$ cat src/hw/rtl/lre_pkg.sv
`default_nettype none

package lre_pkg;

  // Default sizes of the stacks and of the arithmetic.
  localparam int STACK_DEPTH_DEF = 32;
  localparam int VALUE_WIDTH_DEF = 32;

  // The multiplier consumes this many bits of one operand per step.
  localparam int CHUNK_W = 8;

  // Fixed widths of the channel payloads.
  localparam int FUNC_W   = 3;
  localparam int NUM_W    = 32;
  localparam int STATUS_W = 2;
  localparam int RESULT_W = 32;
  localparam int STATE_W  = 4;

  // Token kinds.
  localparam logic [FUNC_W-1:0] TK_NUM   = 3'd0;
  localparam logic [FUNC_W-1:0] TK_PLUS  = 3'd1;
  localparam logic [FUNC_W-1:0] TK_TIMES = 3'd2;
  localparam logic [FUNC_W-1:0] TK_OPEN  = 3'd3;
  localparam logic [FUNC_W-1:0] TK_CLOSE = 3'd4;
  localparam logic [FUNC_W-1:0] TK_END   = 3'd5;

  // Result status codes.
  localparam logic [STATUS_W-1:0] STATUS_PENDING  = 2'd0;
  localparam logic [STATUS_W-1:0] STATUS_ACCEPT   = 2'd1;
  localparam logic [STATUS_W-1:0] STATUS_ERROR    = 2'd2;
  localparam logic [STATUS_W-1:0] STATUS_OVERFLOW = 2'd3;

  // Parser states of the LR table.
  localparam logic [STATE_W-1:0] LR_S0 = 4'd0;
  localparam logic [STATE_W-1:0] LR_S1 = 4'd1;
  localparam logic [STATE_W-1:0] LR_S2 = 4'd2;
  localparam logic [STATE_W-1:0] LR_S3 = 4'd3;
  localparam logic [STATE_W-1:0] LR_S4 = 4'd4;
  localparam logic [STATE_W-1:0] LR_S5 = 4'd5;
  localparam logic [STATE_W-1:0] LR_S6 = 4'd6;
  localparam logic [STATE_W-1:0] LR_S7 = 4'd7;
  localparam logic [STATE_W-1:0] LR_S8 = 4'd8;
  localparam logic [STATE_W-1:0] LR_S9 = 4'd9;

  // Goto on E: the top bit says whether the state has an E entry at all.
  function automatic logic [STATE_W:0] goto_e(logic [STATE_W-1:0] s);
    logic [STATE_W:0] g;
    begin
      case (s)
        LR_S0:   g = {1'b1, LR_S1};
        LR_S2:   g = {1'b1, LR_S6};
        LR_S4:   g = {1'b1, LR_S7};
        LR_S5:   g = {1'b1, LR_S8};
        default: g = {1'b0, LR_S0};
      endcase
      return g;
    end
  endfunction

endpackage

`default_nettype wire

$ cat src/hw/rtl/lre_token_if.sv
`default_nettype none

interface lre_token_if;
  logic                         valid;
  logic                         ready;
  logic [lre_pkg::FUNC_W-1:0]   func;
  logic [lre_pkg::NUM_W-1:0]    number_value;

  modport source (output valid, output func, output number_value, input ready);
  modport sink (input valid, input func, input number_value, output ready);
endinterface

`default_nettype wire

$ cat src/hw/rtl/lre_result_if.sv
`default_nettype none

interface lre_result_if;
  logic                           valid;
  logic                           ready;
  logic [lre_pkg::STATUS_W-1:0]   status;
  logic [lre_pkg::RESULT_W-1:0]   result_value;

  modport source (output valid, output status, output result_value, input ready);
  modport sink (input valid, input status, input result_value, output ready);
endinterface

`default_nettype wire

$ cat src/hw/rtl/lr_expression_evaluator.sv
`default_nettype none

// LR evaluator for expressions over numbers, plus, times and parentheses, one token per
// transaction on tok and one result transaction on res for each token: pending, accepted with
// the value, syntax error, or stack overflow (the last three return the parser to its start
// state). The top of stack is held in registers and the entries below it in two stack RAMs. A
// shift, an accept or an error needs the token's acceptance and one sequencer step. A reduction
// that a token triggers reads the stack RAM, then takes the goto for a single number or a
// parenthesis, while an addition or a multiplication runs on one shared multiply-accumulate
// unit before its goto, taking 8 bits of an operand per cycle for a multiplication. A closing
// parenthesis or the end token can set off a chain of reductions as long as the stack is deep.
// The stacks need no clearing pass after reset.
// A finished result waits in an output register, and the next token is taken meanwhile.
module lr_expression_evaluator #(
  parameter int STACK_DEPTH = lre_pkg::STACK_DEPTH_DEF,
  parameter int VALUE_WIDTH = lre_pkg::VALUE_WIDTH_DEF
) (
  input wire logic     clk,
  input wire logic     rst,
  lre_token_if.sink    tok,
  lre_result_if.source res
);

  localparam int SP_W      = $clog2(STACK_DEPTH);
  localparam int CHUNK_W   = lre_pkg::CHUNK_W;
  localparam int MUL_STEPS = (VALUE_WIDTH + CHUNK_W - 1) / CHUNK_W;
  localparam int CNT_W     = $clog2(MUL_STEPS + 1);
  localparam int STATE_W   = lre_pkg::STATE_W;
  localparam logic [SP_W:0] DEPTH_LIMIT = (SP_W + 1)'(STACK_DEPTH);

  typedef enum logic [3:0] {
    FSM_IDLE   = 4'b0001,
    FSM_DECIDE = 4'b0010,
    FSM_READ   = 4'b0100,
    FSM_ALU    = 4'b1000
  } fsm_t;

  typedef enum logic [1:0] {
    ACT_SHIFT,
    ACT_ACCEPT,
    ACT_ERROR,
    ACT_REDUCE
  } act_t;

  fsm_t fsm;

  // Parser stack: pointer and top entry in registers.
  logic [SP_W-1:0]        sp;
  logic [STATE_W-1:0]     top_state;
  logic [VALUE_WIDTH-1:0] top_value;

  // Current token.
  logic [lre_pkg::FUNC_W-1:0] tk;
  logic [lre_pkg::NUM_W-1:0]  num;

  // Shared multiply-accumulate unit.
  logic [VALUE_WIDTH-1:0] acc;
  logic [VALUE_WIDTH-1:0] opa;
  logic [VALUE_WIDTH-1:0] opb;
  logic [CNT_W-1:0]       cnt;
  logic                   is_mul;

  // Output register.
  logic                          out_valid;
  logic [lre_pkg::STATUS_W-1:0]  out_status;
  logic [lre_pkg::RESULT_W-1:0]  out_value;

  // Decoded action and its operands.
  act_t                   act;
  logic [STATE_W-1:0]     shift_state;
  logic [VALUE_WIDTH-1:0] shift_value;
  logic [SP_W:0]          sp_plus1;
  logic                   overflow;
  logic                   red_ok;
  logic [SP_W-1:0]        base_addr;
  logic [SP_W-1:0]        val_raddr;
  logic [SP_W-1:0]        red_sp;
  logic [STATE_W-1:0]     st_rdata;
  logic [VALUE_WIDTH-1:0] val_rdata;
  logic [STATE_W-1:0]     below_state;
  logic [STATE_W:0]       goto_res;
  logic                   goto_ok;
  logic                   is_binop;

  logic [VALUE_WIDTH+CHUNK_W-1:0] prod;
  logic [VALUE_WIDTH-1:0]         addend;
  logic [VALUE_WIDTH-1:0]         alu_sum;
  logic                           alu_done;

  logic                          out_free;
  logic                          finish;
  logic [lre_pkg::STATUS_W-1:0]  finish_status;
  logic                          do_clear;
  logic                          stk_we;
  logic [SP_W-1:0]               stk_addr;
  logic [STATE_W-1:0]            stk_state;
  logic [VALUE_WIDTH-1:0]        stk_value;
  logic [63:0]                   top_value_wide;

  assign tok.ready        = (fsm == FSM_IDLE);
  assign res.valid        = out_valid;
  assign res.status       = out_status;
  assign res.result_value = out_value;
  assign out_free         = !out_valid || res.ready;

  // Action table for the current top state and token.
  always_comb begin
    act         = ACT_ERROR;
    shift_state = lre_pkg::LR_S0;
    shift_value = '0;
    case (top_state) inside
      lre_pkg::LR_S0, lre_pkg::LR_S2, lre_pkg::LR_S4, lre_pkg::LR_S5: begin
        if (tk == lre_pkg::TK_NUM) begin
          act         = ACT_SHIFT;
          shift_state = lre_pkg::LR_S3;
          shift_value = VALUE_WIDTH'(num);
        end else if (tk == lre_pkg::TK_OPEN) begin
          act         = ACT_SHIFT;
          shift_state = lre_pkg::LR_S2;
        end
      end
      lre_pkg::LR_S1: begin
        if (tk == lre_pkg::TK_PLUS) begin
          act         = ACT_SHIFT;
          shift_state = lre_pkg::LR_S4;
        end else if (tk == lre_pkg::TK_TIMES) begin
          act         = ACT_SHIFT;
          shift_state = lre_pkg::LR_S5;
        end else if (tk == lre_pkg::TK_END) begin
          act = ACT_ACCEPT;
        end
      end
      lre_pkg::LR_S6: begin
        if (tk == lre_pkg::TK_PLUS) begin
          act         = ACT_SHIFT;
          shift_state = lre_pkg::LR_S4;
        end else if (tk == lre_pkg::TK_TIMES) begin
          act         = ACT_SHIFT;
          shift_state = lre_pkg::LR_S5;
        end else if (tk == lre_pkg::TK_CLOSE) begin
          act         = ACT_SHIFT;
          shift_state = lre_pkg::LR_S9;
        end
      end
      lre_pkg::LR_S3, lre_pkg::LR_S7, lre_pkg::LR_S8, lre_pkg::LR_S9: begin
        if (top_state == lre_pkg::LR_S7 && tk == lre_pkg::TK_TIMES) begin
          act         = ACT_SHIFT;
          shift_state = lre_pkg::LR_S5;
        end else if (tk == lre_pkg::TK_PLUS || tk == lre_pkg::TK_TIMES ||
                     tk == lre_pkg::TK_CLOSE || tk == lre_pkg::TK_END) begin
          act = ACT_REDUCE;
        end
      end
      default: act = ACT_ERROR;
    endcase
  end

  // Stack arithmetic: overflow on shift, depth check and RAM addresses for a reduction.
  assign sp_plus1  = {1'b0, sp} + (SP_W + 1)'(1);
  assign overflow  = (sp_plus1 >= DEPTH_LIMIT);
  assign red_ok    = (top_state == lre_pkg::LR_S3) ? (sp != '0) : (sp >= SP_W'(3));
  assign base_addr = (top_state == lre_pkg::LR_S3) ? (sp - SP_W'(1)) : (sp - SP_W'(3));
  assign val_raddr = (top_state == lre_pkg::LR_S9) ? (sp - SP_W'(1)) : (sp - SP_W'(2));
  assign red_sp    = (top_state == lre_pkg::LR_S3) ? sp : (sp - SP_W'(2));
  assign is_binop  = (top_state == lre_pkg::LR_S7) || (top_state == lre_pkg::LR_S8);

  // Entry 0 is never written: it is read as the start state.
  assign below_state = (base_addr == '0) ? lre_pkg::LR_S0 : st_rdata;
  assign goto_res    = lre_pkg::goto_e(below_state);
  assign goto_ok     = goto_res[STATE_W];

  // Shared unit: one add, or one 8-bit slice of a multiplication, per cycle.
  assign prod     = opa * opb[CHUNK_W-1:0];
  assign addend   = is_mul ? prod[VALUE_WIDTH-1:0] : opa;
  assign alu_sum  = acc + addend;
  assign alu_done = (fsm == FSM_ALU) && (!is_mul || cnt == CNT_W'(1));

  // Completion of a token, its status and the return to the start state.
  always_comb begin
    finish        = 1'b0;
    finish_status = lre_pkg::STATUS_ERROR;
    do_clear      = 1'b0;
    if (fsm == FSM_DECIDE && out_free && !(act == ACT_REDUCE && red_ok)) begin
      finish = 1'b1;
      if (act == ACT_SHIFT) begin
        finish_status = overflow ? lre_pkg::STATUS_OVERFLOW : lre_pkg::STATUS_PENDING;
        do_clear      = overflow;
      end else if (act == ACT_ACCEPT) begin
        finish_status = lre_pkg::STATUS_ACCEPT;
        do_clear      = 1'b1;
      end else begin
        do_clear = 1'b1;
      end
    end else if (fsm == FSM_READ && !goto_ok && out_free) begin
      finish   = 1'b1;
      do_clear = 1'b1;
    end
  end

  // Stack writes: a shift, a direct goto, or a goto after the shared unit.
  always_comb begin
    stk_we    = 1'b0;
    stk_addr  = sp_plus1[SP_W-1:0];
    stk_state = shift_state;
    stk_value = shift_value;
    if (fsm == FSM_DECIDE && act == ACT_SHIFT && out_free && !overflow) begin
      stk_we = 1'b1;
    end else if (fsm == FSM_READ && goto_ok && !is_binop) begin
      stk_we    = 1'b1;
      stk_addr  = red_sp;
      stk_state = goto_res[STATE_W-1:0];
      stk_value = (top_state == lre_pkg::LR_S9) ? val_rdata : top_value;
    end else if (alu_done) begin
      stk_we    = 1'b1;
      stk_addr  = red_sp;
      stk_state = goto_res[STATE_W-1:0];
      stk_value = alu_sum;
    end
  end

  lre_ram #(
    .WIDTH (STATE_W),
    .DEPTH (STACK_DEPTH)
  ) u_state_ram (
    .clk   (clk),
    .we    (stk_we),
    .waddr (stk_addr),
    .wdata (stk_state),
    .raddr (base_addr),
    .rdata (st_rdata)
  );

  lre_ram #(
    .WIDTH (VALUE_WIDTH),
    .DEPTH (STACK_DEPTH)
  ) u_value_ram (
    .clk   (clk),
    .we    (stk_we),
    .waddr (stk_addr),
    .wdata (stk_value),
    .raddr (val_raddr),
    .rdata (val_rdata)
  );

  // Sequencer, stack top and output valid.
  always_ff @(posedge clk) begin
    if (rst) begin
      fsm       <= FSM_IDLE;
      sp        <= '0;
      top_state <= lre_pkg::LR_S0;
      top_value <= '0;
      out_valid <= 1'b0;
    end else begin
      if (res.valid && res.ready) begin
        out_valid <= 1'b0;
      end
      if (finish) begin
        out_valid <= 1'b1;
      end
      if (do_clear) begin
        sp        <= '0;
        top_state <= lre_pkg::LR_S0;
        top_value <= '0;
      end else if (stk_we) begin
        sp        <= stk_addr;
        top_state <= stk_state;
        top_value <= stk_value;
      end
      unique case (fsm)
        FSM_IDLE: begin
          if (tok.valid) begin
            fsm <= FSM_DECIDE;
          end
        end
        FSM_DECIDE: begin
          if (finish) begin
            fsm <= FSM_IDLE;
          end else if (act == ACT_REDUCE && red_ok) begin
            fsm <= FSM_READ;
          end
        end
        FSM_READ: begin
          if (finish) begin
            fsm <= FSM_IDLE;
          end else if (goto_ok) begin
            fsm <= is_binop ? FSM_ALU : FSM_DECIDE;
          end
        end
        FSM_ALU: begin
          if (alu_done) begin
            fsm <= FSM_DECIDE;
          end
        end
        default: fsm <= FSM_IDLE;
      endcase
    end
  end

  assign top_value_wide = 64'(top_value);

  // Token capture, shared unit operands and result payload.
  always_ff @(posedge clk) begin
    if (tok.valid && tok.ready) begin
      tk  <= tok.func;
      num <= tok.number_value;
    end
    if (fsm == FSM_READ) begin
      acc    <= (top_state == lre_pkg::LR_S7) ? val_rdata : '0;
      opa    <= (top_state == lre_pkg::LR_S7) ? top_value : val_rdata;
      opb    <= top_value;
      is_mul <= (top_state == lre_pkg::LR_S8);
      cnt    <= CNT_W'(MUL_STEPS);
    end else if (fsm == FSM_ALU) begin
      acc <= alu_sum;
      opa <= opa << CHUNK_W;
      opb <= opb >> CHUNK_W;
      cnt <= cnt - CNT_W'(1);
    end
    if (finish) begin
      out_status <= finish_status;
      out_value  <= (finish_status == lre_pkg::STATUS_ACCEPT) ?
                    top_value_wide[lre_pkg::RESULT_W-1:0] : '0;
    end
  end

  // The stack pointer never passes the last entry.
  assert property (@(posedge clk) disable iff (rst)
    32'(sp) < STACK_DEPTH)
    else $error("stack pointer beyond the stack");

  // An empty stack always holds the start state on top.
  assert property (@(posedge clk) disable iff (rst)
    sp == '0 |-> top_state == lre_pkg::LR_S0)
    else $error("empty stack without start state");

  // Accept, error and overflow leave the parser in its start state.
  assert property (@(posedge clk) disable iff (rst)
    finish && finish_status != lre_pkg::STATUS_PENDING |=>
      sp == '0 && top_state == lre_pkg::LR_S0)
    else $error("stack not cleared after a final result");

  // Only an accepted expression carries a value.
  assert property (@(posedge clk) disable iff (rst)
    out_valid && out_status != lre_pkg::STATUS_ACCEPT |-> out_value == '0)
    else $error("value on a result that was not accepted");

endmodule

`default_nettype wire

$ cat src/hw/rtl/lre_ram.sv
`default_nettype none

module lre_ram #(
  parameter int WIDTH = 8,
  parameter int DEPTH = 32
) (
  input  wire logic                     clk,
  input  wire logic                     we,
  input  wire logic [$clog2(DEPTH)-1:0] waddr,
  input  wire logic [WIDTH-1:0]         wdata,
  input  wire logic [$clog2(DEPTH)-1:0] raddr,
  output logic      [WIDTH-1:0]         rdata
);

  logic [WIDTH-1:0] mem [DEPTH];

  // One write port.
  always_ff @(posedge clk) begin
    if (we) begin
      mem[waddr] <= wdata;
    end
  end

  // One read port with registered data.
  always_ff @(posedge clk) begin
    rdata <= mem[raddr];
  end

endmodule

`default_nettype wire
$ cat src/flat_wrapper.sv
// flat-port wrapper written by rule: the top's interface ports become plain ports
module lr_expression_evaluator_flat 
#(
  parameter int STACK_DEPTH = lre_pkg::STACK_DEPTH_DEF,
  parameter int VALUE_WIDTH = lre_pkg::VALUE_WIDTH_DEF
)
  (clk, rst, tok_valid, tok_func, tok_number_value, tok_ready, res_valid, res_status, res_result_value, res_ready);
  lre_token_if tok_i ();
  lre_result_if res_i ();
  input wire logic clk;
  input wire logic rst;
  input wire logic [$bits(tok_i.valid)-1:0] tok_valid;
  input wire logic [$bits(tok_i.func)-1:0] tok_func;
  input wire logic [$bits(tok_i.number_value)-1:0] tok_number_value;
  output wire logic [$bits(tok_i.ready)-1:0] tok_ready;
  output wire logic [$bits(res_i.valid)-1:0] res_valid;
  output wire logic [$bits(res_i.status)-1:0] res_status;
  output wire logic [$bits(res_i.result_value)-1:0] res_result_value;
  input wire logic [$bits(res_i.ready)-1:0] res_ready;
  assign tok_i.valid = tok_valid;
  assign tok_i.func = tok_func;
  assign tok_i.number_value = tok_number_value;
  assign tok_ready = tok_i.ready;
  assign res_valid = res_i.valid;
  assign res_status = res_i.status;
  assign res_result_value = res_i.result_value;
  assign res_i.ready = res_ready;
  lr_expression_evaluator #(.STACK_DEPTH(STACK_DEPTH), .VALUE_WIDTH(VALUE_WIDTH)) u_core (.clk(clk), .rst(rst), .tok(tok_i), .res(res_i));
endmodule
$ cat config.mk
export PLATFORM = sky130hd
export DESIGN_NAME = lr_expression_evaluator_flat
export DESIGN_NICKNAME = d
export VERILOG_FILES = /design/src/hw/rtl/lre_pkg.sv /design/src/hw/rtl/lre_token_if.sv /design/src/hw/rtl/lre_result_if.sv /design/src/hw/rtl/lr_expression_evaluator.sv /design/src/hw/rtl/lre_ram.sv /design/src/flat_wrapper.sv
export SDC_FILE = /design/constraint.sdc
export NUM_CORES = 2
export LEC_CHECK = 0
export BUFFER_PORTS_ARGS = -buffer_cell sky130_fd_sc_hd__buf_2
export CAP_MARGIN = 5
export CORE_ASPECT_RATIO = 0.5
export CORE_MARGIN = 2
export CORE_UTILIZATION = 36
export CTS_BUF_LIST = sky130_fd_sc_hd__clkbuf_16
export DETAILED_ROUTE_END_ITERATION = 10
export GPL_ROUTABILITY_DRIVEN = 1
export HOLD_SLACK_MARGIN = 0.1
export PLACE_DENSITY = 0.5
export SLEW_MARGIN = 10
export SYNTH_ARGS = -nofsm -noshare
export SYNTH_HDL_FRONTEND = slang
export SYNTH_SLANG_ARGS = --single-unit
export TNS_END_PERCENT = 1
$ cat constraint.sdc
create_clock -name clk -period 9.9 [get_ports clk]
set_input_delay 1.485 -clock clk [delete_from_list [all_inputs] [get_ports clk]]
set_output_delay 1.485 -clock clk [all_outputs]
set_load 0.01 [all_outputs]
==> PnR_summary.wiki <==
{| class="wikitable"
! Metric !! Value
|-
| Insertion delay to the later sink of the worst-skew pair || roughly 0.77 ns
|-
| Global placer's final weighted congestion || approximately 0.85
|-
| Nets || between 4,000 and 5,000
|-
| Type of origin of the critical path || flop
|-
| Floorplan die width || between 500 and 600 um
|-
| Number of flops mapped to enable cells by yosys || roughly 1,300
|-
| Inst Count DP || 6,055
|-
| Global-route wire length before repair || about 250,000 um
|-
| Top cell type by total area after synthesis || sky130_fd_sc_hd__edfxtp_1
|-
| Internal Power || approximately 0.011 W
|-
| Core Box Area || 173,000 um2
|-
| Average footprint of a synthesized cell || around 17 um2
|-
| Post-CTS clock slew at the launch and capture registers of the worst setup and hold paths || 0.06 ns
|-
| Standard-cell rows || approximately 110
|-
| Net switching share of the total power || 27.5%
|-
| Number of fill cells in the layout || roughly 16,000
|-
| Sw power || approximately 0.004 W
|-
| Cell type with the highest occurrence count on the critical path || sky130_fd_sc_hd__fa_1
|-
| Part of the total power dissipated in the clock network || a little over a third
|-
| Post-synthesis share of cell area spent on and, or, nand and nor gates || approximately 6.3%
|-
| Layout cell share with drive strength beyond 1 || between 20% and 30%
|-
| Detailed-routing iteration count for the pre-antenna-repair pass || 6
|-
| Fraction of synthesized cell area taken by the top area cell type || 63.0%
|-
| Main combinational cell family by area after synthesis || multiplexers
|-
| Share of the yosys chip area belonging to registers || 65.7%
|-
| Number of buffer and inverter instances along the worst setup path || 3
|-
| Via total after detailed routing || around 35,000
|-
| Cell at the slowest stage of the critical path || sky130_fd_sc_hd__edfxtp_1
|-
| Post-synthesis instance total || 3,756
|-
| Headroom to the max-slew limit || 18.8%
|-
| CTS Buffer Depth || 3
|-
| Pleak || 24.5 nW
|-
| Number of nets produced by synthesis || ~4,000
|-
| Number of levels the H-tree was split into || 4
|-
| Final slew viol count || 0
|-
| Half-perimeter wire length after detailed placement || 107,000 um
|-
| Sink count of the clock tree || 1,403
|-
| Cell types with the highest counts after synthesis || 1,318 x sky130_fd_sc_hd__edfxtp_1, 369 x sky130_fd_sc_hd__nand2_1, 352 x sky130_fd_sc_hd__mux4_2, 209 x sky130_fd_sc_hd__and2_1
|-
| Share of synthesized cell area in full adder, half adder and majority cells || under 10%
|-
| Worst Setup Slack post-DPL || roughly 0.80 ns
|-
| Height of the die || about 300 um
|-
| Top FF cell, synth || sky130_fd_sc_hd__edfxtp_1
|-
| Sequential fraction of design power || a little under half
|-
| Required time of the critical path || slightly above 10 ns
|-
| Fmax || approximately 110 MHz
|-
| Count of antenna-violating nets left after detailed routing || 0
|-
| Data arrival time of the critical path || roughly 9.5 ns
|-
| Synth Warn # || 0
|-
| CTS root buf || sky130_fd_sc_hd__clkbuf_16
|-
| Setup ws final || between 0.7 and 0.8 ns
|-
| DRC violation count after routing || 0
|-
| Pin count of the biggest net entering global routing || 107
|-
| Multiplexer fraction of the synthesized cell area || 14.1%
|-
| Max capacitance violation total || 0
|-
| Congestion Overflow GR || 0
|-
| Compound-Gate Fraction of Synth Area || 3.93%
|-
| Total area of multi-input combinational cells || slightly above 20,000 um2
|-
| Antenna violations before repair || 12
|-
| # port buffers || between 70 and 80
|-
| Initial standard-cell utilization of the core || 36.3%
|-
| TritonCTS clock tree || done
|-
| Hold Path Class || reg -> reg
|-
| Post-CTS setup-driven buffer insertion count || 0
|-
| Count of instances resized after the clock tree is built || 0
|-
| Pwr per Cell Area || about 210 nW/um2
|-
| Largest stage delay on the critical path || 1.05 ns
|-
| Crit path max fanout || 32
|-
| Sum of negative setup slack || 0 ns
|-
| # hold bufs at CTS || 0
|-
| Via count of the first global-routing pass || roughly 35,000
|-
| Average wire length per cell after detail routing || between 20 and 30 um
|-
| Post-detailed-route via-to-cell ratio || roughly 5.5
|-
| Hold Fails Final Rpt || 0
|-
| I/O pin cnt || between 70 and 80
|-
| Count of distinct cell types in the synthesized netlist || ~70
|-
| Final-report setup violation count || 0
|-
| Crit path time final || 9.19 ns
|-
| Largest cells by area after synthesis || sky130_fd_sc_hd__edfxtp_1 63%, sky130_fd_sc_hd__mux4_2 13%, sky130_fd_sc_hd__fa_1 5.0%
|-
| Post-synthesis sequential element count || roughly 1,400
|-
| Die area || ~180,000 um2
|-
| Area growth from synthesis to final layout || 13.2%
|-
| Endpoint type of the worst setup path || flop
|-
| Post-route clock skew || between 0.02 and 0.03 ns
|-
| RSZ-0062 raised after global routing || false
|-
| Actual transition at the worst max-transition pin || roughly 1.2 ns
|-
| Worst Path Class, Setup || reg -> reg
|-
| Worst supply voltage drop on vdd || roughly 0.00014 V
|-
| GRT Total Usage || between 10% and 20%
|-
| Top Family by Delay on Critical Path || compound AO/OA/AOI/OAI gates
|-
| Combinational share of power || 18.7%
|-
| Final wirelength || 177,000 um
|-
| Result of the run || finished, final reports clean
|-
| Period utilization || 92.8%
|-
| Most numerous cell in the Yosys netlist || sky130_fd_sc_hd__edfxtp_1
|-
| Fraction of registers with async set/reset || 0%
|-
| Number of cells in the finished layout apart from fillers || between 6,000 and 7,000
|-
| Post-synthesis xor/xnor area fraction || under 10%
|-
| Register area || 41,300 um2
|-
| Total clock buffers created by CTS || around 140
|-
| Number of DRC markers in iteration 0 || around 3,600
|-
| Synthesized area || 62,900 um2
|}
power by group through the flow:
stage / combinational, W / clock [W] / sequential (W)
floorplan: 0.00189 / 0 / 0.00693
global placement: 0.00268 / 0 / 0.00700
detailed placement: 0.00270 / 0 / 0.00700
CTS: 0.00273 / 0.00523 / 0.00687
global route: 0.00301 / 0.00546 / 0.00688
finish: 0.00275 / 0.00512 / 0.00687
registers in the layout, summed over array words and instances, names as in the netlist, 5 cells and up:
signal	flops
u_core.res.result_value	32
u_core.num	32
u_core.u_value_ram.mem	1024
u_core.sp	5
u_core.opb	32
u_core.opa	32
u_core.top_value	32
u_core.u_value_ram.rdata	32
u_core.acc	32
u_core.u_state_ram.mem	128
layer usage:
metal / track usage (%) / vias up / share of wire, %
met5: 0 / - / 0.0062
met4: 4.26 / 2 / 1.6
met3: 2.94 / 173 / 5.9
met2: 30.2 / 1055 / 45
met1: 30.4 / 18741 / 47
li1: - / 14611 / -
kinds of logic after synthesis:
family                     after synthesis
muxes                                  435
and+or+nand+nor                        856
xor gates and xnor gates                79
buffers and inverters                  358
adders and majority gates              243
DFF                                   1403
AOI/OAI and AO/OA                      382
metrics by stage:
step / area, um2 / power (W) / hold slack (ns) / utilization, %
2_1_floorplan: 62900 / 0.00882 / 0.454 / -
3_3_place_gp: 66700 / 0.00967 / 0.467 / 38.5
3_5_place_dp: 66800 / 0.00970 / 0.485 / 38.5
4_1_cts: 71100 / 0.0148 / 0.498 / 41.0
5_1_grt: 71200 / 0.0153 / 0.524 / 41.0
6_report: 71200 / 0.0147 / 0.496 / 41.0
worst register-to-register path: cells and delay by family, from the launching register on:
| kind | cells | cell delay [ns] |
|---|---|---|
| AOI/OAI and AO/OA | 12 | 2.84 |
| adders and majority gates | 6 | 2.62 |
| and+or+nand+nor | 4 | 1.23 |
| DFF | 1 | 1.05 |
| xor gates and xnor gates | 3 | 0.50 |
| muxes | 1 | 0.28 |
| buffers and inverters | 3 | 0.16 |
final timing paths:
| kind | startpoint | cells past startpoint | endpoint | slack (ns) |
|---|---|---|---|---|
| worst min-delay path | u_core.cnt[1]$_SDFFE_PP0P_ | 2 | u_core.cnt[1]$_SDFFE_PP0P_ | 0.50 |
| worst max register to register | u_core.opb[6]$_DFFE_PP_ | 29 | u_core.u_value_ram.mem[5][31]$_DFFE_PP_ | 0.71 |
| worst min register to register | u_core.cnt[1]$_SDFFE_PP0P_ | 2 | u_core.cnt[1]$_SDFFE_PP0P_ | 0.50 |
| worst max-delay path | u_core.opb[6]$_DFFE_PP_ | 29 | u_core.u_value_ram.mem[5][31]$_DFFE_PP_ | 0.71 |
cell usage in the layout, fill, tap and decap left out, types with 7 or more instances in the layout:
master / instances
sky130_fd_sc_hd__edfxtp_1: 1318
sky130_fd_sc_hd__nand3_1: 22
sky130_fd_sc_hd__nand2b_1: 10
sky130_fd_sc_hd__a211oi_1: 14
sky130_fd_sc_hd__mux2_2: 66
sky130_fd_sc_hd__buf_4: 99
sky130_fd_sc_hd__a21o_1: 26
sky130_fd_sc_hd__and3_1: 7
sky130_fd_sc_hd__clkinv_2: 26
sky130_fd_sc_hd__xor2_1: 17
sky130_fd_sc_hd__nor2_1: 133
sky130_fd_sc_hd__ha_1: 85
sky130_fd_sc_hd__nor3_1: 34
sky130_fd_sc_hd__buf_2: 74
sky130_fd_sc_hd__and2_1: 208
sky130_fd_sc_hd__clkinv_1: 25
sky130_fd_sc_hd__inv_1: 201
sky130_fd_sc_hd__a21oi_1: 126
sky130_fd_sc_hd__xnor2_1: 55
sky130_fd_sc_hd__nor2_4: 35
sky130_fd_sc_hd__o21ai_0: 52
sky130_fd_sc_hd__mux2i_1: 15
sky130_fd_sc_hd__dfxtp_1: 84
sky130_fd_sc_hd__fa_1: 157
sky130_fd_sc_hd__clkbuf_16: 147
sky130_fd_sc_hd__o21bai_1: 8
sky130_fd_sc_hd__nand2_1: 368
sky130_fd_sc_hd__a221o_1: 13
sky130_fd_sc_hd__mux4_2: 352
sky130_fd_sc_hd__o211ai_1: 11
sky130_fd_sc_hd__a22o_1: 22
sky130_fd_sc_hd__a31oi_1: 34
sky130_fd_sc_hd__o21a_1: 11
final cells by class:
cell class	count	share of cell area, %
clock inverters	107	0.969
repair buffers	178	1.69
diodes	1	0.00352
inverters	170	0.897
flip-flops and latches	1403	58.0
multi-input cells	1995	29.2
well taps	2310	4.06
clock buffers	147	5.17
No activity file was read; power rests on OpenSTA's default activity.
